===== src/rtl/owbm_pkg.sv =====
`timescale 1ns / 1ps
`default_nettype none
// ----------------------------------------------------------------------------
// owbm_pkg - shared types and constants of the one-wire bus master
// Command codes, tick item and result layouts, register map and reset values.
// ----------------------------------------------------------------------------
package owbm_pkg;

    // Register file
    localparam int CFG_W          = 10;
    localparam int NUM_REGS       = 7;
    localparam int APB_DW         = 32;
    localparam int APB_AW         = 5;
    localparam int COUNT_WIDTH_DEF = 10;
    localparam int QUEUE_DEPTH    = 2;

    localparam logic [2:0] REG_RESET_LOW     = 3'd0;
    localparam logic [2:0] REG_PRESENCE_WAIT = 3'd1;
    localparam logic [2:0] REG_RESET_REC     = 3'd2;
    localparam logic [2:0] REG_SLOT_LOW      = 3'd3;
    localparam logic [2:0] REG_WRITE_HOLD    = 3'd4;
    localparam logic [2:0] REG_READ_SAMPLE   = 3'd5;
    localparam logic [2:0] REG_READ_REC      = 3'd6;

    localparam logic [CFG_W-1:0] RST_RESET_LOW     = 10'd500;
    localparam logic [CFG_W-1:0] RST_PRESENCE_WAIT = 10'd70;
    localparam logic [CFG_W-1:0] RST_RESET_REC     = 10'd500;
    localparam logic [CFG_W-1:0] RST_SLOT_LOW      = 10'd10;
    localparam logic [CFG_W-1:0] RST_WRITE_HOLD    = 10'd50;
    localparam logic [CFG_W-1:0] RST_READ_SAMPLE   = 10'd5;
    localparam logic [CFG_W-1:0] RST_READ_REC      = 10'd50;

    typedef enum logic [1:0] {
        CMD_NONE  = 2'd0,
        CMD_RESET = 2'd1,
        CMD_WRITE = 2'd2,
        CMD_READ  = 2'd3
    } cmd_t;

    // One tick as it travels from the front stage to the engine
    typedef struct packed {
        cmd_t       cmd;
        logic [7:0] write_data;
        logic       line_level;
    } item_t;

    // One tick's result
    typedef struct packed {
        logic [7:0] read_data;
        logic       presence_level;
        logic       done_res;
        logic       busy_res;
        logic       drive_low;
    } result_t;

    typedef struct packed {
        logic [CFG_W-1:0] reset_low_ticks;
        logic [CFG_W-1:0] presence_wait_ticks;
        logic [CFG_W-1:0] reset_recovery_ticks;
        logic [CFG_W-1:0] slot_low_ticks;
        logic [CFG_W-1:0] write_hold_ticks;
        logic [CFG_W-1:0] read_sample_ticks;
        logic [CFG_W-1:0] read_recovery_ticks;
    } cfg_t;

endpackage
`default_nettype wire


===== src/rtl/owbm_front.sv =====
`timescale 1ns / 1ps
`default_nettype none
// ----------------------------------------------------------------------------
// owbm_front - input stage
// Register each tick request and classify its opcode into a command code.
// ----------------------------------------------------------------------------
module owbm_front (
    input  wire logic            aclk,
    input  wire logic            aresetn,
    input  wire logic            in_valid,
    output logic                 in_ready,
    input  wire logic [1:0]      in_opcode,
    input  wire logic [7:0]      in_write_data,
    input  wire logic            in_line_level,
    output logic                 out_valid,
    input  wire logic            out_ready,
    output owbm_pkg::item_t      out_item
);

    logic            valid_reg;
    owbm_pkg::item_t item_reg;
    owbm_pkg::item_t item_next;

    assign in_ready  = !valid_reg || out_ready;
    assign out_valid = valid_reg;
    assign out_item  = item_reg;

    always_comb begin
        unique case (in_opcode)
            owbm_pkg::CMD_RESET: item_next.cmd = owbm_pkg::CMD_RESET;
            owbm_pkg::CMD_WRITE: item_next.cmd = owbm_pkg::CMD_WRITE;
            owbm_pkg::CMD_READ:  item_next.cmd = owbm_pkg::CMD_READ;
            default:             item_next.cmd = owbm_pkg::CMD_NONE;
        endcase
        item_next.write_data = in_write_data;
        item_next.line_level = in_line_level;
    end

    always_ff @(posedge aclk) begin
        if (!aresetn) begin
            valid_reg <= 1'b0;
        end else if (in_ready) begin
            valid_reg <= in_valid;
        end
        if (in_ready && in_valid) begin
            item_reg <= item_next;
        end
    end

endmodule
`default_nettype wire


===== src/rtl/owbm_queue.sv =====
`timescale 1ns / 1ps
`default_nettype none
// ----------------------------------------------------------------------------
// owbm_queue - request queue
// Short FIFO between the input stage and the engine; push and pop may coincide.
// ----------------------------------------------------------------------------
module owbm_queue (
    input  wire logic            aclk,
    input  wire logic            aresetn,
    input  wire logic            push_valid,
    output logic                 push_ready,
    input  owbm_pkg::item_t      push_item,
    output logic                 pop_valid,
    input  wire logic            pop_ready,
    output owbm_pkg::item_t      pop_item
);

    localparam int DEPTH = owbm_pkg::QUEUE_DEPTH;
    localparam int PTR_W = (DEPTH > 1) ? $clog2(DEPTH) : 1;
    localparam int CNT_W = $clog2(DEPTH + 1);

    owbm_pkg::item_t  mem [DEPTH];
    logic [PTR_W-1:0] wr_ptr_reg, rd_ptr_reg;
    logic [CNT_W-1:0] count_reg;
    logic             do_push, do_pop;

    assign push_ready = (count_reg != CNT_W'(DEPTH));
    assign pop_valid  = (count_reg != '0);
    assign pop_item   = mem[rd_ptr_reg];
    assign do_push    = push_valid && push_ready;
    assign do_pop     = pop_valid && pop_ready;

    always_ff @(posedge aclk) begin
        if (!aresetn) begin
            wr_ptr_reg <= '0;
            rd_ptr_reg <= '0;
            count_reg  <= '0;
        end else begin
            if (do_push) begin
                wr_ptr_reg <= (wr_ptr_reg == PTR_W'(DEPTH - 1)) ? '0 : wr_ptr_reg + 1'b1;
            end
            if (do_pop) begin
                rd_ptr_reg <= (rd_ptr_reg == PTR_W'(DEPTH - 1)) ? '0 : rd_ptr_reg + 1'b1;
            end
            if (do_push && !do_pop) begin
                count_reg <= count_reg + 1'b1;
            end else if (do_pop && !do_push) begin
                count_reg <= count_reg - 1'b1;
            end
        end
        if (do_push) begin
            mem[wr_ptr_reg] <= push_item;
        end
    end

endmodule
`default_nettype wire


===== src/rtl/owbm_engine.sv =====
`timescale 1ns / 1ps
`default_nettype none
// ----------------------------------------------------------------------------
// owbm_engine - bus timing engine
// Advance the reset, write and read sequences one tick per request.
// ----------------------------------------------------------------------------
module owbm_engine #(
    parameter int COUNT_WIDTH = owbm_pkg::COUNT_WIDTH_DEF
) (
    input  wire logic            aclk,
    input  wire logic            aresetn,
    input  owbm_pkg::cfg_t       cfg,
    input  wire logic            in_valid,
    output logic                 in_ready,
    input  owbm_pkg::item_t      in_item,
    output logic                 out_valid,
    input  wire logic            out_ready,
    output owbm_pkg::result_t    out_result
);

    localparam int CFG_W  = owbm_pkg::CFG_W;
    localparam int WIDE_W = (COUNT_WIDTH > CFG_W) ? COUNT_WIDTH : CFG_W;

    typedef enum logic [2:0] {
        PH_IDLE    = 3'd0,
        PH_RST_LOW = 3'd1,
        PH_RST_WT  = 3'd2,
        PH_RST_REC = 3'd3,
        PH_SLOT_LO = 3'd4,
        PH_WR_HOLD = 3'd5,
        PH_RD_WT   = 3'd6,
        PH_RD_REC  = 3'd7
    } phase_t;

    phase_t                 phase_reg, phase_next;
    owbm_pkg::cmd_t         kind_reg, kind_next;
    logic [COUNT_WIDTH-1:0] count_reg, count_next;
    logic [2:0]             bit_reg, bit_next;
    logic [7:0]             shift_reg, shift_next;
    logic                   presence_reg, presence_next;
    logic [7:0]             read_reg, read_next;
    logic                   valid_reg;
    owbm_pkg::result_t      result_reg, result_next;
    logic                   step;

    assign in_ready   = !valid_reg || out_ready;
    assign step       = in_valid && in_ready;
    assign out_valid  = valid_reg;
    assign out_result = result_reg;

    always_comb begin
        logic [CFG_W-1:0]       len_cfg;
        logic [WIDE_W-1:0]      len;
        logic [WIDE_W-1:0]      len_max;
        logic [COUNT_WIDTH-1:0] cnt1;
        logic                   at_end;
        logic                   drive, busy, done;

        phase_next    = phase_reg;
        kind_next     = kind_reg;
        count_next    = count_reg;
        bit_next      = bit_reg;
        shift_next    = shift_reg;
        presence_next = presence_reg;
        read_next     = read_reg;
        drive         = 1'b0;
        busy          = 1'b0;
        done          = 1'b0;
        len_cfg       = cfg.reset_low_ticks;
        len           = '0;
        len_max       = WIDE_W'({COUNT_WIDTH{1'b1}});
        cnt1          = '0;
        at_end        = 1'b0;

        // start a command only from idle
        if (phase_next == PH_IDLE && in_item.cmd != owbm_pkg::CMD_NONE) begin
            kind_next  = in_item.cmd;
            bit_next   = '0;
            count_next = '0;
            if (in_item.cmd == owbm_pkg::CMD_RESET) begin
                phase_next = PH_RST_LOW;
            end else begin
                shift_next = (in_item.cmd == owbm_pkg::CMD_WRITE) ? in_item.write_data : 8'h00;
                phase_next = PH_SLOT_LO;
            end
        end

        if (phase_next != PH_IDLE) begin
            busy = 1'b1;
            cnt1 = count_next + 1'b1;
            unique case (phase_next)
                PH_RST_WT:  len_cfg = cfg.presence_wait_ticks;
                PH_RST_REC: len_cfg = cfg.reset_recovery_ticks;
                PH_SLOT_LO: len_cfg = cfg.slot_low_ticks;
                PH_WR_HOLD: len_cfg = cfg.write_hold_ticks;
                PH_RD_WT:   len_cfg = cfg.read_sample_ticks;
                PH_RD_REC:  len_cfg = cfg.read_recovery_ticks;
                default:    len_cfg = cfg.reset_low_ticks;
            endcase
            // clamp to the counter range; zero acts as one
            len = WIDE_W'(len_cfg);
            if (len > len_max) begin
                len = len_max;
            end
            if (len == '0) begin
                len = WIDE_W'(1);
            end
            at_end     = (WIDE_W'(cnt1) >= len);
            count_next = at_end ? '0 : cnt1;

            unique case (phase_next)
                PH_RST_LOW: begin
                    drive = 1'b1;
                    if (at_end) phase_next = PH_RST_WT;
                end
                PH_RST_WT: begin
                    if (at_end) begin
                        presence_next = in_item.line_level;
                        phase_next    = PH_RST_REC;
                    end
                end
                PH_RST_REC: begin
                    if (at_end) begin
                        done       = 1'b1;
                        phase_next = PH_IDLE;
                    end
                end
                PH_SLOT_LO: begin
                    drive = 1'b1;
                    if (at_end) begin
                        phase_next = (kind_next == owbm_pkg::CMD_WRITE) ? PH_WR_HOLD : PH_RD_WT;
                    end
                end
                PH_WR_HOLD: begin
                    drive = !shift_next[bit_next];
                    if (at_end) begin
                        if (bit_next == 3'd7) begin
                            done       = 1'b1;
                            phase_next = PH_IDLE;
                        end else begin
                            bit_next   = bit_next + 1'b1;
                            phase_next = PH_SLOT_LO;
                        end
                    end
                end
                PH_RD_WT: begin
                    if (at_end) begin
                        if (in_item.line_level) shift_next[bit_next] = 1'b1;
                        phase_next = PH_RD_REC;
                    end
                end
                PH_RD_REC: begin
                    if (at_end) begin
                        if (bit_next == 3'd7) begin
                            read_next  = shift_next;
                            done       = 1'b1;
                            phase_next = PH_IDLE;
                        end else begin
                            bit_next   = bit_next + 1'b1;
                            phase_next = PH_SLOT_LO;
                        end
                    end
                end
                default: begin
                    phase_next = PH_IDLE;
                end
            endcase
        end

        result_next.drive_low      = drive;
        result_next.busy_res       = busy;
        result_next.done_res       = done;
        result_next.presence_level = presence_next;
        result_next.read_data      = read_next;
    end

    always_ff @(posedge aclk) begin
        if (!aresetn) begin
            phase_reg    <= PH_IDLE;
            kind_reg     <= owbm_pkg::CMD_NONE;
            count_reg    <= '0;
            bit_reg      <= '0;
            shift_reg    <= '0;
            presence_reg <= 1'b1;
            read_reg     <= '0;
            valid_reg    <= 1'b0;
        end else begin
            if (in_ready) begin
                valid_reg <= in_valid;
            end
            if (step) begin
                phase_reg    <= phase_next;
                kind_reg     <= kind_next;
                count_reg    <= count_next;
                bit_reg      <= bit_next;
                shift_reg    <= shift_next;
                presence_reg <= presence_next;
                read_reg     <= read_next;
            end
        end
        if (step) begin
            result_reg <= result_next;
        end
    end

endmodule
`default_nettype wire


===== src/rtl/one_wire_bus_master.sv =====
`timescale 1ns / 1ps
`default_nettype none
// ----------------------------------------------------------------------------
// one_wire_bus_master - open-drain one-wire bus master
// Tick-driven reset/presence, byte write and byte read sequencer.
// ----------------------------------------------------------------------------
// Each request on the s_ stream is one microsecond tick carrying an optional
// command and the sampled line level; each request yields exactly one result
// on the m_ stream with the line drive, busy/done flags and the last presence
// and read values. Commands are taken only while no command runs; an opcode
// that arrives during a command is ignored. The block sustains one tick per
// clock while the consumer keeps up: an input register classifies the opcode,
// a two-entry queue decouples it from the timing engine, and the engine's
// output register holds a result while the consumer stalls. A request passes
// the input register, the queue and the engine's output register on its way
// to a result. Phase lengths come from seven 10-bit registers on the APB port
// (byte address 4*i); a value of zero acts as one, and values above the tick
// counter range (COUNT_WIDTH bits) are clamped. Write registers only while the
// block has no result outstanding.
// ----------------------------------------------------------------------------
module one_wire_bus_master #(
    parameter int COUNT_WIDTH = owbm_pkg::COUNT_WIDTH_DEF
) (
    input  wire logic                          aclk,
    input  wire logic                          aresetn,
    // tick requests
    input  wire logic                          s_tvalid,
    output logic                               s_tready,
    input  wire logic [15:0]                   s_tdata,  // [7:0] write_data, [8] line_level
    input  wire logic [1:0]                    s_tuser,  // [1:0] opcode
    // tick results
    output logic                               m_tvalid,
    input  wire logic                          m_tready,
    output logic [15:0]                        m_tdata,  // [0] drive_low, [1] busy_res,
                                                         // [2] done_res, [3] presence_level,
                                                         // [11:4] read_data
    // configuration
    input  wire logic                          psel,
    input  wire logic                          penable,
    input  wire logic                          pwrite,
    input  wire logic [owbm_pkg::APB_AW-1:0]   paddr,
    input  wire logic [owbm_pkg::APB_DW-1:0]   pwdata,
    output logic [owbm_pkg::APB_DW-1:0]        prdata,
    output logic                               pready
);

    localparam int CFG_W = owbm_pkg::CFG_W;

    owbm_pkg::cfg_t    cfg_reg;
    owbm_pkg::item_t   front_item, queue_item;
    owbm_pkg::result_t result;
    logic              front_valid, front_ready;
    logic              queue_valid, queue_ready;
    logic              cfg_write;
    logic [2:0]        reg_sel;
    logic [CFG_W-1:0]  rd_value;

    // ---------------- configuration registers ----------------
    assign pready    = 1'b1;
    assign reg_sel   = paddr[4:2];
    assign cfg_write = psel && penable && pwrite && pready;

    always_ff @(posedge aclk) begin
        if (!aresetn) begin
            cfg_reg.reset_low_ticks      <= owbm_pkg::RST_RESET_LOW;
            cfg_reg.presence_wait_ticks  <= owbm_pkg::RST_PRESENCE_WAIT;
            cfg_reg.reset_recovery_ticks <= owbm_pkg::RST_RESET_REC;
            cfg_reg.slot_low_ticks       <= owbm_pkg::RST_SLOT_LOW;
            cfg_reg.write_hold_ticks     <= owbm_pkg::RST_WRITE_HOLD;
            cfg_reg.read_sample_ticks    <= owbm_pkg::RST_READ_SAMPLE;
            cfg_reg.read_recovery_ticks  <= owbm_pkg::RST_READ_REC;
        end else if (cfg_write) begin
            unique case (reg_sel)
                owbm_pkg::REG_RESET_LOW:     cfg_reg.reset_low_ticks      <= pwdata[CFG_W-1:0];
                owbm_pkg::REG_PRESENCE_WAIT: cfg_reg.presence_wait_ticks  <= pwdata[CFG_W-1:0];
                owbm_pkg::REG_RESET_REC:     cfg_reg.reset_recovery_ticks <= pwdata[CFG_W-1:0];
                owbm_pkg::REG_SLOT_LOW:      cfg_reg.slot_low_ticks       <= pwdata[CFG_W-1:0];
                owbm_pkg::REG_WRITE_HOLD:    cfg_reg.write_hold_ticks     <= pwdata[CFG_W-1:0];
                owbm_pkg::REG_READ_SAMPLE:   cfg_reg.read_sample_ticks    <= pwdata[CFG_W-1:0];
                owbm_pkg::REG_READ_REC:      cfg_reg.read_recovery_ticks  <= pwdata[CFG_W-1:0];
                default: ;  // drop writes past the register map
            endcase
        end
    end

    // read back; unmapped addresses return zero
    always_comb begin
        unique case (reg_sel)
            owbm_pkg::REG_RESET_LOW:     rd_value = cfg_reg.reset_low_ticks;
            owbm_pkg::REG_PRESENCE_WAIT: rd_value = cfg_reg.presence_wait_ticks;
            owbm_pkg::REG_RESET_REC:     rd_value = cfg_reg.reset_recovery_ticks;
            owbm_pkg::REG_SLOT_LOW:      rd_value = cfg_reg.slot_low_ticks;
            owbm_pkg::REG_WRITE_HOLD:    rd_value = cfg_reg.write_hold_ticks;
            owbm_pkg::REG_READ_SAMPLE:   rd_value = cfg_reg.read_sample_ticks;
            owbm_pkg::REG_READ_REC:      rd_value = cfg_reg.read_recovery_ticks;
            default:                     rd_value = '0;
        endcase
    end
    assign prdata = owbm_pkg::APB_DW'(rd_value);

    // ---------------- input stage: register and classify ----------------
    owbm_front u_front (
        .aclk          (aclk),
        .aresetn       (aresetn),
        .in_valid      (s_tvalid),
        .in_ready      (s_tready),
        .in_opcode     (s_tuser),
        .in_write_data (s_tdata[7:0]),
        .in_line_level (s_tdata[8]),
        .out_valid     (front_valid),
        .out_ready     (front_ready),
        .out_item      (front_item)
    );

    // ---------------- queue: decouple front from engine ----------------
    owbm_queue u_queue (
        .aclk       (aclk),
        .aresetn    (aresetn),
        .push_valid (front_valid),
        .push_ready (front_ready),
        .push_item  (front_item),
        .pop_valid  (queue_valid),
        .pop_ready  (queue_ready),
        .pop_item   (queue_item)
    );

    // ---------------- engine: advance the bus sequence ----------------
    owbm_engine #(
        .COUNT_WIDTH (COUNT_WIDTH)
    ) u_engine (
        .aclk       (aclk),
        .aresetn    (aresetn),
        .cfg        (cfg_reg),
        .in_valid   (queue_valid),
        .in_ready   (queue_ready),
        .in_item    (queue_item),
        .out_valid  (m_tvalid),
        .out_ready  (m_tready),
        .out_result (result)
    );

    // pack the result, drive_low in the lowest bit, zero-fill the top nibble
    assign m_tdata = {4'h0, result.read_data, result.presence_level,
                      result.done_res, result.busy_res, result.drive_low};

endmodule
`default_nettype wire

===== config.mk =====
export PLATFORM = sky130hd
export DESIGN_NAME = one_wire_bus_master
export DESIGN_NICKNAME = d
export VERILOG_FILES = /design/src/rtl/owbm_pkg.sv /design/src/rtl/owbm_front.sv /design/src/rtl/owbm_queue.sv /design/src/rtl/owbm_engine.sv /design/src/rtl/one_wire_bus_master.sv
export SDC_FILE = /design/constraint.sdc
export NUM_CORES = 1
export LEC_CHECK = 0
export BUFFER_PORTS_ARGS = -buffer_cell sky130_fd_sc_hd__buf_2
export CAP_MARGIN = 15
export CELL_PAD_IN_SITES_DETAIL_PLACEMENT = 1
export CELL_PAD_IN_SITES_GLOBAL_PLACEMENT = 1
export CORE_AREA = 2 2 139 141
export CTS_CLUSTER_DIAMETER = 50
export CTS_CLUSTER_SIZE = 28
export DETAILED_ROUTE_END_ITERATION = 8
export DIE_AREA = 0 0 141 143
export PLACE_DENSITY = 0.79
export SYNTH_ARGS = -nofsm -noshare
export SYNTH_HDL_FRONTEND = slang
export SYNTH_SLANG_ARGS = --single-unit

===== constraint.sdc =====
create_clock -name aclk -period 4.9 [get_ports aclk]
set_input_delay 0 -clock aclk [delete_from_list [all_inputs] [get_ports aclk]]
set_output_delay 0 -clock aclk [all_outputs]
set_load 0.005 [all_outputs]

==> insert_results.sql, run 1 <==
INSERT INTO impl_metrics (metric_group, metric, value, unit) VALUES
('critical_path', 'crit_path_max_fanout', '13', ''),
('yosys', 'synth_largest_area_cell', 'dfxtp_1', ''),
('power', 'seq_power_share', '0.373', ''),
('run', 'drv.max_cap_violation_count', '0', ''),
('sta', 'layout_worst_path_cycle_share', '0.926', ''),
('routing', 'wirelength', '24800', 'um'),
('routing', 'drt_first_iter_violations', '500', ''),
('power', 'overall_power_consumption', '4270', 'uW'),
('floorplan', 'design.portCount', '113', ''),
('yosys', 'yosysSeqAreaShare', '0.445', ''),
('clock_network', 'cts_made_buffers', '17', ''),
('sta', 'final-setup-viol-count', '0', ''),
('power', 'power.clock.fraction', '0.317', ''),
('placed_design', 'portBuffers', '54', ''),
('finish', 'largest_reg_flops', '70', ''),
('power', 'p_sw_frac', '0.364', ''),
('sta', 'grt_setup_unrepaired', 'false', ''),
('sta', 'maxClockFrequency', '220', 'MHz'),
('floorplan', 'core_region_area', '18600', 'sq um'),
('placed_design', 'detailed_place_hpwl', '16600', 'um'),
('clock_network', 'worst_skew_pair.late_latency', '0.44', 'ns'),
('global_routing', 'antenna_found_initial', '1', ''),
('global_routing', 'grt_first_pass_wirelength', '39300', 'um'),
('power', 'power.combinational.fraction', '0.310', ''),
('global_routing', 'first_global_vias', '7212', ''),
('placed_design', 'dpl-instance-area', '8490', 'sq um'),
('power', 'power_density', '458', 'nW/um^2'),
('routing', 'via_per_inst', '5.90', ''),
('routing', 'detail-route-antenna-nets', '0', ''),
('clock_network', 'post_cts.repair.setup_buffers', '0', ''),
('yosys', 'synth_edf_count', '45', ''),
('clock_network', 'cts_tree', 'done', ''),
('yosys', 'synth_warnings', '0', ''),
('finish', 'syn_to_final_growth', '15.4', '%'),
('power', 'vdd_drop_max', '0.000352', 'V'),
('yosys', 'ys_async_sr_fraction', '0', ''),
('yosys', 'synth_area', '8080', 'sq um'),
('global_routing', 'grtUsageTotal', '0.253', ''),
('clock_network', 'clk_transition_reported_paths', '0.07', 'ns'),
('worst_hold_path', 'hp-class', 'input port to flop', ''),
('yosys', 'yosys.area.top_type_share', '0.277', ''),
('status', 'run_status', 'completed', ''),
('floorplan', 'die_w', '141', 'um'),
('critical_path', 'timing.critical_path.max_delay_family', 'compound AO/OA/AOI/OAI gates', ''),
('critical_path', 'worst_ep_arrival_time', '4.71', 'ns'),
('clock_network', 'cts_htree_levels', '4', ''),
('yosys', 'syn_inst', '894', ''),
('finish', 'finalInstanceArea', '9330', 'sq um'),
('finish', 'drive_gt1_frac', '0.159', ''),
('finish', 'fill_cells', '2157', ''),
('routing', 'wire_per_inst', '20.6', 'um'),
('global_routing', 'grt_max_degree', '45', ''),
('power', 'cell_internal_pwr', '2720', 'uW'),
('critical_path', 'regToRegSetupSlack', '0.36', 'ns'),
('clock_network', 'cts-root-to-sink-buffers', '2', ''),
('routing', 'drc', '0', ''),
('sta', 'tightest_slew', '1.13', 'ns'),
('placed_design', 'place_congestion', '0.866', ''),
('sta', 'final_max_slew_viol_count', '0', ''),
('floorplan', 'fp.dieH', '143', 'um'),
('critical_path', 'cp_slowest_cell', 'or4b_1', ''),
('critical_path', 'critical_path_buf_inv_count', '2', ''),
('global_routing', 'remaining_global_route_overflow', '0', ''),
('sta', 'fin_skew', '0.0112', 'ns'),
('floorplan', 'floorplan.die_area', '20200', 'sq um'),
('yosys', 'synth_commonest_cells', 'nand2_1 (159), dfxtp_1 (112), a21oi_1 (78), mux2i_1 (61), nor2_1 (56)', ''),
('clock_network', 'tritoncts_num_sinks', '157', ''),
('floorplan', 'row_count', '50', ''),
('floorplan', 'initial_utilization', '0.435', ''),
('finish', 'nets', '1031', ''),
('critical_path', 'startpoint_class', 'flop', '');
==> final timing paths <==
| check | start | end | cells past startpoint |
|---|---|---|---|
| min | aresetn | cfg_reg[4]$_SDFFE_PN1P_ | 3 |
| min reg2reg | u_front.out_item[8]$_DFFE_PP_ | u_queue.mem[1][8]$_DFFE_PP_ | 0 |
| max reg2reg | flop | u_engine.out_result[7]$_DFFE_PP_ | 15 |
| max | flop | u_engine.out_result[7]$_DFFE_PP_ | 15 |
==> worst reg2reg max path, cell delays in order (launching register included) <==
cell and delay [ns]:
dfxtp_2 0.47, mux2i_4 0.40, a21boi_2 0.20, a211o_1 0.39, o21a_1 0.22, or4b_1 0.49
o31ai_1 0.26, ha_1 0.26, nand2b_1 0.15, a21o_1 0.19, a2111oi_1 0.42, buf_4 0.19
o31ai_2 0.17, buf_4 0.26, a21oi_1 0.15, a21oi_1 0.05
==> stage by stage <==
step | util | worst slack, ns | hold WS (ns) | instances
final | 0.502 | 0.362 | 0.108 | 1204
after global routing | 0.502 | 0.0593 | 0.124 | 1203
after CTS | 0.501 | 0.152 | 0.0950 | 1203
after detailed placement | 0.457 | 0.191 | 0.178 | 1148
after global placement | 0.457 | 0.281 | 0.178 | 1148
after floorplan | - | 0.835 | 0.0989 | 919
==> power by group through the flow <==
stage	sequential (uW)	clock [uW]	combinational [uW]
after floorplan	1560	0	885
after global routing	1610	1420	1450
final	1590	1350	1330
after global placement	1610	0	1220
after detailed placement	1620	0	1270
after CTS	1590	1360	1300
==> cell usage in the layout, fill, tap and decap left out, types with 4 or more instances in the layout <==
| cell type | Yosys | routed |
|---|---|---|
| o221ai_1 | 4 | 4 |
| nand4_1 | 8 | 8 |
| mux2_2 | 16 | 16 |
| a21oi_1 | 78 | 78 |
| o21ai_0 | 33 | 33 |
| ha_1 | 13 | 13 |
| a211oi_1 | 9 | 8 |
| nand3b_1 | 4 | 4 |
| nor3_1 | 12 | 10 |
| nand2b_1 | 9 | 9 |
| and3_1 | 6 | 6 |
| mux4_2 | 8 | 8 |
| a22oi_1 | 7 | 7 |
| or3_1 | 6 | 6 |
| conb_1 | 2 | 27 |
| inv_1 | 12 | 11 |
| a31oi_1 | 20 | 20 |
| nor2b_1 | 9 | 9 |
| inv_6 | 0 | 7 |
| dlygate4sd3_1 | 0 | 23 |
| edfxtp_1 | 45 | 45 |
| and2_1 | 7 | 7 |
| clkbuf_16 | 0 | 17 |
| mux2i_1 | 61 | 61 |
| a21o_1 | 5 | 5 |
| dfxtp_1 | 112 | 109 |
| xor2_1 | 10 | 10 |
| buf_4 | 29 | 23 |
| nor2_1 | 56 | 54 |
| nand2_1 | 159 | 159 |
| nand3_1 | 43 | 43 |
| buf_2 | 9 | 54 |
==> layer usage <==
layer,part of all wire,vias to the layer above,GRT usage
li1,-,3272,-
met5,0,-,0
met4,0.027,0,0.0974
met1,0.43,3525,0.328
met2,0.49,256,0.423
met3,0.059,51,0.0449
==> layout make-up <==
| type | count | area, sq um | share of cell area |
|---|---|---|---|
| antenna | 1 | 2.50 | 0.000268 |
| clock buffer | 18 | 429 | 0.0460 |
| clock inverter | 14 | 158 | 0.0169 |
| inverter | 13 | 48.8 | 0.00523 |
| multi-input combinational | 667 | 4120 | 0.442 |
| sequential | 157 | 3600 | 0.386 |
| tap | 234 | 293 | 0.0314 |
| timing repair buffer | 100 | 673 | 0.0722 |
==> repair_timing <==
| item | in CTS | in global routing |
|---|---|---|
| setup endpoints to repair | 0 | 41 |
| hold buffers | 23 | 0 |
| resized for setup | 0 | 6 |
| hold endpoints to repair | 83 | 0 |
==> kinds of logic (layout without fill, tap and decap cells) <==
family / Yosys count / in the layout / synth area share
simple gates: 333 / 333 / 0.188
other cells: 2 / 28 / 0.000929
buf+inv: 95 / 145 / 0.0599
mux: 87 / 87 / 0.125
flops: 157 / 157 / 0.445
fa+ha+maj: 13 / 13 / 0.0201
xor+xnor: 12 / 12 / 0.0130
compound gates: 195 / 195 / 0.149
No activity file was read; power rests on OpenSTA's default activity.
==> run 2: changes to the inputs <==
- ABC_AREA: unset -> 1
- CORE_AREA: 2 2 139 141 -> 2 2 148 150
- DIE_AREA: 0 0 141 143 -> 0 0 150 152
- PLACE_DENSITY: 0.79 -> 0.8
- SYNTH_HIERARCHICAL: unset -> 1
==> run 2 against run 1 <==
- synthesized cell count increased by 40%
- critical path depth increased by 9
- sequential cell count unchanged
- die area increased by 13%
- via count increased by 21%
- count of clock-buffer cells in the layout unchanged
- first-iteration DRC count increased by 7.8%
- area after synthesis increased by 8.7%
- sequential share of layout area decreased by 2.1 points
- sequential power increased by 11%
- critical endpoint is now u_engine/read_reg[4]$_SDFFE_PN0P_
- largest cell class unchanged
- highest routed layer unchanged
==> insert_results.sql, run 2 <==
INSERT INTO impl_metrics (metric_group, metric, value, unit) VALUES
('status', 'run_status', 'completed', ''),
('yosys', 'ys_async_sr_fraction', '0', ''),
('sta', 'tightest_slew', '1.24', 'ns'),
('placed_design', 'detailed_place_hpwl', '19000', 'um'),
('run', 'drv.max_cap_violation_count', '0', ''),
('clock_network', 'post_cts.repair.setup_buffers', '0', ''),
('yosys', 'synth_warnings', '6', ''),
('yosys', 'yosys.area.top_type_share', '0.255', ''),
('yosys', 'synthDistinctLibCells', '41', ''),
('yosys', 'synth.mux.area_fraction', '0.0141', ''),
('yosys', 'synth_simple_gate_area_share', '0.385', ''),
('routing', 'drc', '0', ''),
('critical_path', 'required', '5.24', 'ns'),
('power', 'switchingPower', '2410', 'uW'),
('critical_path', 'crit_path_max_fanout', '19', ''),
('critical_path', 'crit_path_end_kind', 'flop', ''),
('yosys', 'synth-compound-area-share', '0.0609', ''),
('placed_design', 'portBuffers', '54', ''),
('floorplan', 'die_w', '150', 'um'),
('yosys', 'synth_xor_xnor_area_share', '0.00199', ''),
('floorplan', 'row_count', '54', ''),
('yosys', 'post-synth-top-count-cell', 'nand2_1', ''),
('power', 'power.clock.fraction', '0.256', ''),
('power', 'seq_power_share', '0.323', ''),
('clock_network', 'cts_made_buffers', '17', ''),
('clock_network', 'clk_transition_reported_paths', '0.08', 'ns'),
('critical_path', 'cell_repeated_most_along_the_worst_path', 'nand2_1', ''),
('sta', 'hold_viol', '0', ''),
('clock_network', 'tritoncts_num_sinks', '157', ''),
('clock_network', 'postCtsResizedCells', '0', ''),
('placed_design', 'place_congestion', '0.870', ''),
('yosys', 'synth_largest_area_cell', 'dfxtp_1', ''),
('critical_path', 'largest_stage_delay_worst_path', '0.70', 'ns'),
('sta', 'final_max_slew_viol_count', '0', ''),
('critical_path', 'path_cells', 'inv_2 -> nand3_2 -> clkinv_1 -> nand2_1 -> nand3_1 -> nor2_1 -> nand2_1 -> nor2_1 -> nand3_1 -> nand2_1 -> ha_1 -> inv_1 -> nand2_1 -> nand2_1 -> nand2_1 -> nand3_1 -> nand3_1 -> buf_4 -> nand3_2 -> inv_1 -> nand2_1 -> nand2_1 -> o21ai_1 -> inv_1', ''),
('routing', 'via_per_inst', '5.41', ''),
('critical_path', 'worstSetupPathType', 'flop to flop', ''),
('clock_network', 'cts_tree', 'done', ''),
('routing', 'wire_per_inst', '18.4', 'um'),
('yosys', 'synth_edf_count', '45', ''),
('yosys', 'synth_top_family_by_area', 'simple AND/OR/NAND/NOR gates', ''),
('sta', 'final.min_clock_period', '4.28', 'ns'),
('placed_design', 'dpl-instance-area', '9030', 'sq um'),
('worst_hold_path', 'hold_path_end', 'u_front/out_valid$_SDFFE_PN0P_', ''),
('sta', 'fin_skew', '0.0154', 'ns'),
('worst_hold_path', 'hold_path.startpoint', 'aresetn', ''),
('yosys', 'synth-adder-area-share', '0.0185', ''),
('yosys', 'yosys_most_used_dff', 'dfxtp_1', ''),
('sta', 'final-setup-viol-count', '0', ''),
('finish', 'nets', '1373', ''),
('yosys', 'synth_area', '8790', 'sq um'),
('sta', 'layout_worst_path_cycle_share', '0.873', ''),
('global_routing', 'antenna_found_initial', '1', ''),
('critical_path', 'worst_ep_arrival_time', '4.61', 'ns'),
('routing', 'drt_first_iter_violations', '539', ''),
('floorplan', 'fp.dieH', '152', 'um'),
('finish', 'drive_gt1_frac', '0.124', ''),
('critical_path', 'startpoint_class', 'flop', ''),
('critical_path', 'regToRegSetupSlack', '0.62', 'ns'),
('placed_design', 'dp_worst_setup_slack', '0.812', 'ns'),
('routing', 'drtPass1Iterations', '5', ''),
('finish', 'utilization', '0.462', ''),
('sta', 'grt_setup_unrepaired', 'false', ''),
('routing', 'vias', '8608', ''),
('clock_network', 'worst_skew_pair.late_latency', '0.44', 'ns'),
('sta', 'maxSlewHeadroom', '0.171', ''),
('yosys', 'synthesis.area_per_instance', '7.01', 'sq um'),
('global_routing', 'grt_max_degree', '73', ''),
('finish', 'syn_to_final_growth', '12.2', '%'),
('yosys', 'yosysSeqAreaShare', '0.409', ''),
('sta', 'layout_setup_ws', '0.624', 'ns'),
('routing', 'detail-route-antenna-nets', '0', ''),
('routing', 'wirelength', '29400', 'um'),
('finish', 'largest_reg_flops', '70', ''),
('floorplan', 'design.portCount', '113', ''),
('clock_network', 'cts_root_buf', 'clkbuf_16', ''),
('floorplan', 'initial_utilization', '0.412', ''),
('clock_network', 'cts-root-to-sink-buffers', '2', ''),
('global_routing', 'remaining_global_route_overflow', '0', ''),
('critical_path', 'rr_endpoint', 'u_engine/read_reg[4]$_SDFFE_PN0P_', ''),
('yosys', 'synth_commonest_cells', 'nand2_1 (371), nor2_1 (189), nand3_1 (118), dfxtp_1 (112), inv_1 (91)', ''),
('yosys', 'syn_inst', '1253', ''),
('power', 'cell_internal_pwr', '3050', 'uW'),
('clock_network', 'cts_htree_levels', '4', ''),
('sta', 'fin_setup_tns', '0', 'ns'),
('critical_path', 'rr_worst_depth', '24', ''),
('finish', 'most-common-layout-cells', 'nand2_1 (371), nor2_1 (189), nand3_1 (118)', ''),
('power', 'power.combinational.fraction', '0.421', ''),
('worst_hold_path', 'whs_path_depth', '4', ''),
('critical_path', 'cp_slowest_cell', 'dfxtp_1', ''),
('power', 'vdd_drop_max', '0.000307', 'V'),
('yosys', 'synth.ff_latch_count', '157', ''),
('global_routing', 'first_global_vias', '8742', ''),
('finish', 'finalInstanceArea', '9860', 'sq um'),
('worst_hold_path', 'hp-class', 'input port to flop', ''),
('floorplan', 'floorplan.die_area', '22800', 'sq um'),
('power', 'p_sw_frac', '0.442', ''),
('power', 'standby_leakage_power', '0.00463', 'uW'),
('sta', 'maxClockFrequency', '234', 'MHz'),
('power', 'power_density', '553', 'nW/um^2'),
('floorplan', 'core_region_area', '21400', 'sq um'),
('finish', 'final_common_cell', 'nand2_1', ''),
('critical_path', 'timing.rr.start', 'u_engine/phase_reg[1]$_SDFFE_PN0P_', ''),
('global_routing', 'grt_first_pass_wirelength', '46600', 'um'),
('global_routing', 'grtUsageTotal', '0.262', ''),
('yosys', 'synthTopCellsByArea', 'dfxtp_1 (26%), nand2_1 (16%), edfxtp_1 (15%)', '');
==> run 2: cell types whose count changed after synthesis, sizes merged, moves of 11 or more <==
cell    delta
nor3      -11
mux2i     -62
a31oi     -14
nand2    +219
inv       +93
clkbuf    -17
buf       +20
nand3     +83
a21oi     -34
nor2     +152
nand4     +43
==> run 2: worst max path at each step <==
stage	start	to	slack, ns	cells after the start
6_report	u_engine/phase_reg[1]$_SDFFE_PN0P_	u_engine/read_reg[4]$_SDFFE_PN0P_	0.62	24
5_1_grt	flop	u_engine/read_reg[3]$_SDFFE_PN0P_	0.29	24
4_1_cts	flop	u_engine/read_reg[3]$_SDFFE_PN0P_	0.70	23
3_5_place_dp	flop	u_engine/read_reg[2]$_SDFFE_PN0P_	0.81	24
3_3_place_gp	flop	u_engine/read_reg[2]$_SDFFE_PN0P_	0.95	24
2_1_floorplan	flop	u_engine/out_result[3]$_DFFE_PP_	1.49	23
==> run 2: stage by stage <==
| stage | cells | power, uW | hold WS [ns] |
|---|---|---|---|
| after floorplan | 1278 | 3350 | 0.0989 |
| after global placement | 1536 | 3900 | 0.177 |
| after detailed placement | 1536 | 3990 | 0.179 |
| after CTS | 1590 | 5420 | 0.0250 |
| after global routing | 1591 | 5790 | 0.0449 |
| final | 1592 | 5460 | 0.0215 |
==> run 2: layer usage <==
metal	routed length, um	vias up	track usage
li1	-	4083	-
met1	12600	4239	0.323
met2	14800	234	0.460
met3	1260	52	0.0393
met4	764	0	0.0961
met5	0	-	0
==> run 2: cell families (layout without fill, tap and decap cells) <==
group,after synthesis,in the layout
buf+inv,196,229
fa+ha+maj,13,13
simple gates,773,773
flops,157,157
other cells,2,28
compound gates,99,99
xor+xnor,2,2
mux,11,11
==> run 2: power groups by stage <==
stage	clock network [uW]	logic, uW	registers, uW
after floorplan	0	1630	1720
after global routing	1460	2540	1790
after detailed placement	0	2210	1780
after global placement	0	2130	1770
after CTS	1400	2260	1760
final	1400	2300	1760
==> run 2: repair_timing <==
item	4_1_cts	5_1_grt
hold buffers	22	0
setup endpoints to repair	0	0
hold endpoints to repair	45	0
==> run 2: critical path, delay by kind of cell (launching register included) <==
| family | cells | cell delay [ns] |
|---|---|---|
| DFF | 1 | 0.70 |
| AOI/OAI and AO/OA | 1 | 0.13 |
| buffers and inverters | 6 | 1.07 |
| adders and majority gates | 1 | 0.23 |
| and+or+nand+nor | 16 | 2.01 |
==> run 2: area by class of cell <==
cell class | count | area (sq um)
antenna | 1 | 2.50
clock buffer | 18 | 429
clock inverter | 14 | 175
fill | 2780 | 11500
inverter | 111 | 423
multi-input combinational | 925 | 4320
sequential | 157 | 3590
tap | 280 | 350
timing repair buffer | 86 | 566
==> run 3: changes to the inputs <==
--- a/config.mk
+++ b/config.mk
@@ -11,10 +11,10 @@
 export CELL_PAD_IN_SITES_DETAIL_PLACEMENT = 1
 export CELL_PAD_IN_SITES_GLOBAL_PLACEMENT = 1
-export CORE_AREA = 2 2 148 150
+export CORE_AREA = 2 2 122 183
 export CTS_CLUSTER_DIAMETER = 50
 export CTS_CLUSTER_SIZE = 28
 export DETAILED_ROUTE_END_ITERATION = 8
-export DIE_AREA = 0 0 150 152
-export PLACE_DENSITY = 0.8
+export DIE_AREA = 0 0 124 185
+export PLACE_DENSITY = 0.79
 export SYNTH_ARGS = -nofsm -noshare
 export SYNTH_HDL_FRONTEND = slang
==> constraint.sdc (replaced) <==
create_clock -name aclk -period 4.9 [get_ports aclk]
set_input_delay 0 -clock aclk [delete_from_list [all_inputs] [get_ports aclk]]
set_output_delay 0 -clock aclk [all_outputs]
set_load 0.01 [all_outputs]
==> run 3 against run 2 <==
- clock skew decreased by 0.0064 ns
- highest routed layer unchanged
- fmax grew 1.7%
- critical endpoint is now u_engine/out_result[3]$_DFFE_PP_
- global-route usage is 0.37 points higher
==> insert_results.sql, run 3 (same netlist as run 2, synthesis figures left out) <==
INSERT INTO impl_metrics (metric_group, metric, value, unit) VALUES
('status', 'run_status', 'completed', ''),
('sta', 'fin_setup_tns', '0', 'ns'),
('global_routing', 'remaining_global_route_overflow', '0', ''),
('critical_path', 'worst_ep_arrival_time', '4.40', 'ns'),
('power', 'power_density', '546', 'nW/um^2'),
('routing', 'wire_per_inst', '18.3', 'um'),
('floorplan', 'initial_utilization', '0.409', ''),
('placed_design', 'portBuffers', '54', ''),
('floorplan', 'row_count', '66', ''),
('routing', 'via_per_inst', '5.34', ''),
('sta', 'tightest_slew', '1.04', 'ns'),
('sta', 'final_max_slew_viol_count', '0', ''),
('power', 'p_sw_frac', '0.440', ''),
('routing', 'drt_first_iter_violations', '468', ''),
('sta', 'grt_setup_unrepaired', 'false', ''),
('clock_network', 'cts-root-to-sink-buffers', '2', ''),
('power', 'vdd_drop_max', '0.000250', 'V'),
('clock_network', 'cts_tree', 'done', ''),
('power', 'power.clock.fraction', '0.253', ''),
('critical_path', 'regToRegSetupSlack', '0.70', 'ns'),
('placed_design', 'dpl-instance-area', '9000', 'sq um'),
('finish', 'syn_to_final_growth', '11.7', '%'),
('critical_path', 'startpoint_class', 'flop', ''),
('global_routing', 'grtUsageTotal', '0.266', ''),
('sta', 'maxSlewHeadroom', '0.308', ''),
('power', 'power.combinational.fraction', '0.419', ''),
('floorplan', 'die_w', '124', 'um'),
('global_routing', 'first_global_vias', '8655', ''),
('sta', 'final.min_clock_period', '4.20', 'ns'),
('finish', 'finalNonFillerCells', '1582', ''),
('global_routing', 'grt_max_degree', '94', ''),
('critical_path', 'rr_endpoint', 'u_engine/out_result[3]$_DFFE_PP_', ''),
('finish', 'finalInstanceArea', '9820', 'sq um'),
('critical_path', 'required', '5.10', 'ns'),
('finish', 'final_common_cell', 'nand2_1', ''),
('clock_network', 'cts_htree_levels', '4', ''),
('floorplan', 'core_region_area', '21500', 'sq um'),
('power', 'switchingPower', '2360', 'uW'),
('power', 'cell_internal_pwr', '3000', 'uW'),
('routing', 'drc', '0', ''),
('finish', 'nets', '1371', ''),
('global_routing', 'antenna_found_initial', '0', ''),
('finish', 'utilization', '0.457', ''),
('sta', 'fin_skew', '0.00906', 'ns'),
('sta', 'layout_worst_path_cycle_share', '0.858', ''),
('routing', 'drtPass1Iterations', '5', ''),
('critical_path', 'worstSetupPathType', 'flop to flop', ''),
('routing', 'vias', '8447', ''),
('clock_network', 'cts_root_buf', 'clkbuf_16', ''),
('power', 'seq_power_share', '0.328', ''),
('floorplan', 'fp.dieH', '185', 'um'),
('placed_design', 'detailed_place_hpwl', '20100', 'um'),
('clock_network', 'clk_transition_reported_paths', '0.07', 'ns'),
('floorplan', 'floorplan.die_area', '22900', 'sq um'),
('critical_path', 'crit_path_end_kind', 'flop', ''),
('sta', 'maxClockFrequency', '238', 'MHz'),
('routing', 'detail-route-antenna-nets', '0', ''),
('clock_network', 'tritoncts_num_sinks', '157', ''),
('finish', 'most-common-layout-cells', 'nand2_1 (371), nor2_1 (189), nand3_1 (118)', ''),
('placed_design', 'numPlacedInstances', '1526', ''),
('worst_hold_path', 'hp-class', 'input port to flop', ''),
('finish', 'drive_gt1_frac', '0.123', ''),
('clock_network', 'cts_made_buffers', '17', ''),
('clock_network', 'worst_skew_pair.late_latency', '0.45', 'ns'),
('critical_path', 'endpoint', 'u_engine/out_result[3]$_DFFE_PP_', ''),
('critical_path', 'rr_worst_depth', '21', ''),
('critical_path', 'crit_path_max_fanout', '18', ''),
('finish', 'largest_reg_flops', '70', ''),
('floorplan', 'design.portCount', '113', ''),
('run', 'drv.max_cap_violation_count', '0', ''),
('global_routing', 'grt_first_pass_wirelength', '45900', 'um'),
('sta', 'hold_viol', '0', ''),
('placed_design', 'place_congestion', '0.879', ''),
('power', 'standby_leakage_power', '0.00462', 'uW'),
('routing', 'wirelength', '28900', 'um'),
('sta', 'final-setup-viol-count', '0', '');
==> run 3: cell count changes in the layout (fill, tap and decap cells not counted), sizes merged <==
cell / previous run / this run
clkinv: 9 / 10
buf: 64 / 62
inv: 112 / 113
clkinvlp: 2 / 1
bufinv: 2 / 1
==> run 3: critical path, stage by stage (launching register included) <==
cell     delay, ns
dfxtp_1       0.61
mux2_2        0.44
inv_1         0.08
nand2_1       0.06
nand3_2       0.25
nand2_1       0.09
inv_1         0.14
ha_1          0.20
nand3_1       0.16
inv_1         0.13
nand3_1       0.08
nand2_1       0.06
nand2_1       0.07
ha_1          0.28
nand2_1       0.07
nor2_1        0.18
nand3_1       0.13
nand3_1       0.16
buf_4         0.25
nand2_1       0.13
o21ai_0       0.28
inv_1         0.09
==> run 3: worst min-delay path by stage <==
stage	from	end	slack [ns]	cells after the start
2_1_floorplan	s_tdata[8]	u_front/out_item[0]$_DFFE_PP_	0.1	0
3_3_place_gp	s_tdata[3]	u_front/out_item[4]$_DFFE_PP_	0.18	1
3_5_place_dp	s_tdata[1]	u_front/out_item[2]$_DFFE_PP_	0.18	1
4_1_cts	pwdata[9]	cfg_reg[39]$_SDFFE_PN0P_	0.05	5
5_1_grt	pwdata[9]	cfg_reg[39]$_SDFFE_PN0P_	0.1	5
6_report	pwdata[9]	cfg_reg[39]$_SDFFE_PN0P_	0.08	5
==> run 3: power by group through the flow <==
stage          Sequential, uW  Combinational (uW)  Clock, uW
2_1_floorplan            1750                1640          0
3_3_place_gp             1770                2140          0
3_5_place_dp             1790                2220          0
4_1_cts                  1760                2250       1380
5_1_grt                  1790                2530       1420
6_report                 1760                2250       1360
==> run 3: what timing repair did <==
item / 4_1_cts / 5_1_grt
endpoints found under the hold margin: 40 / 0
hold buffers: 22 / 0
buffers inserted: 0 / 0
resized for setup: 0 / 0
==> run 3: final cells by class <==
type                    count  area [sq um]
clock buffers              18           439
diodes                      1          2.50
multi-input cells         925          4320
repair buffers             84           551
inverters                 111           423
flip-flops and latches    157          3590
well taps                 272           340
fillers                  2825         11700
clock inverters            14           148
==> run 3: per-stage QoR <==
step / setup slack, ns / total power [uW] / hold slack [ns]
3_5_place_dp: 0.722 / 4010 / 0.178
4_1_cts: 0.704 / 5390 / 0.0474
5_1_grt: 0.326 / 5750 / 0.0952
3_3_place_gp: 0.934 / 3910 / 0.177
6_report: 0.696 / 5360 / 0.0818
2_1_floorplan: 1.49 / 3380 / 0.0989
==> run 3: routing by layer <==
metal  GRT usage  vias to the layer above  routed length (um)
met5           0                        -                   0
met4       0.162                        0                1650
met3      0.0348                       82                1080
met2       0.490                      232               15400
met1       0.281                     4055               10800
li1            -                     4078                   -
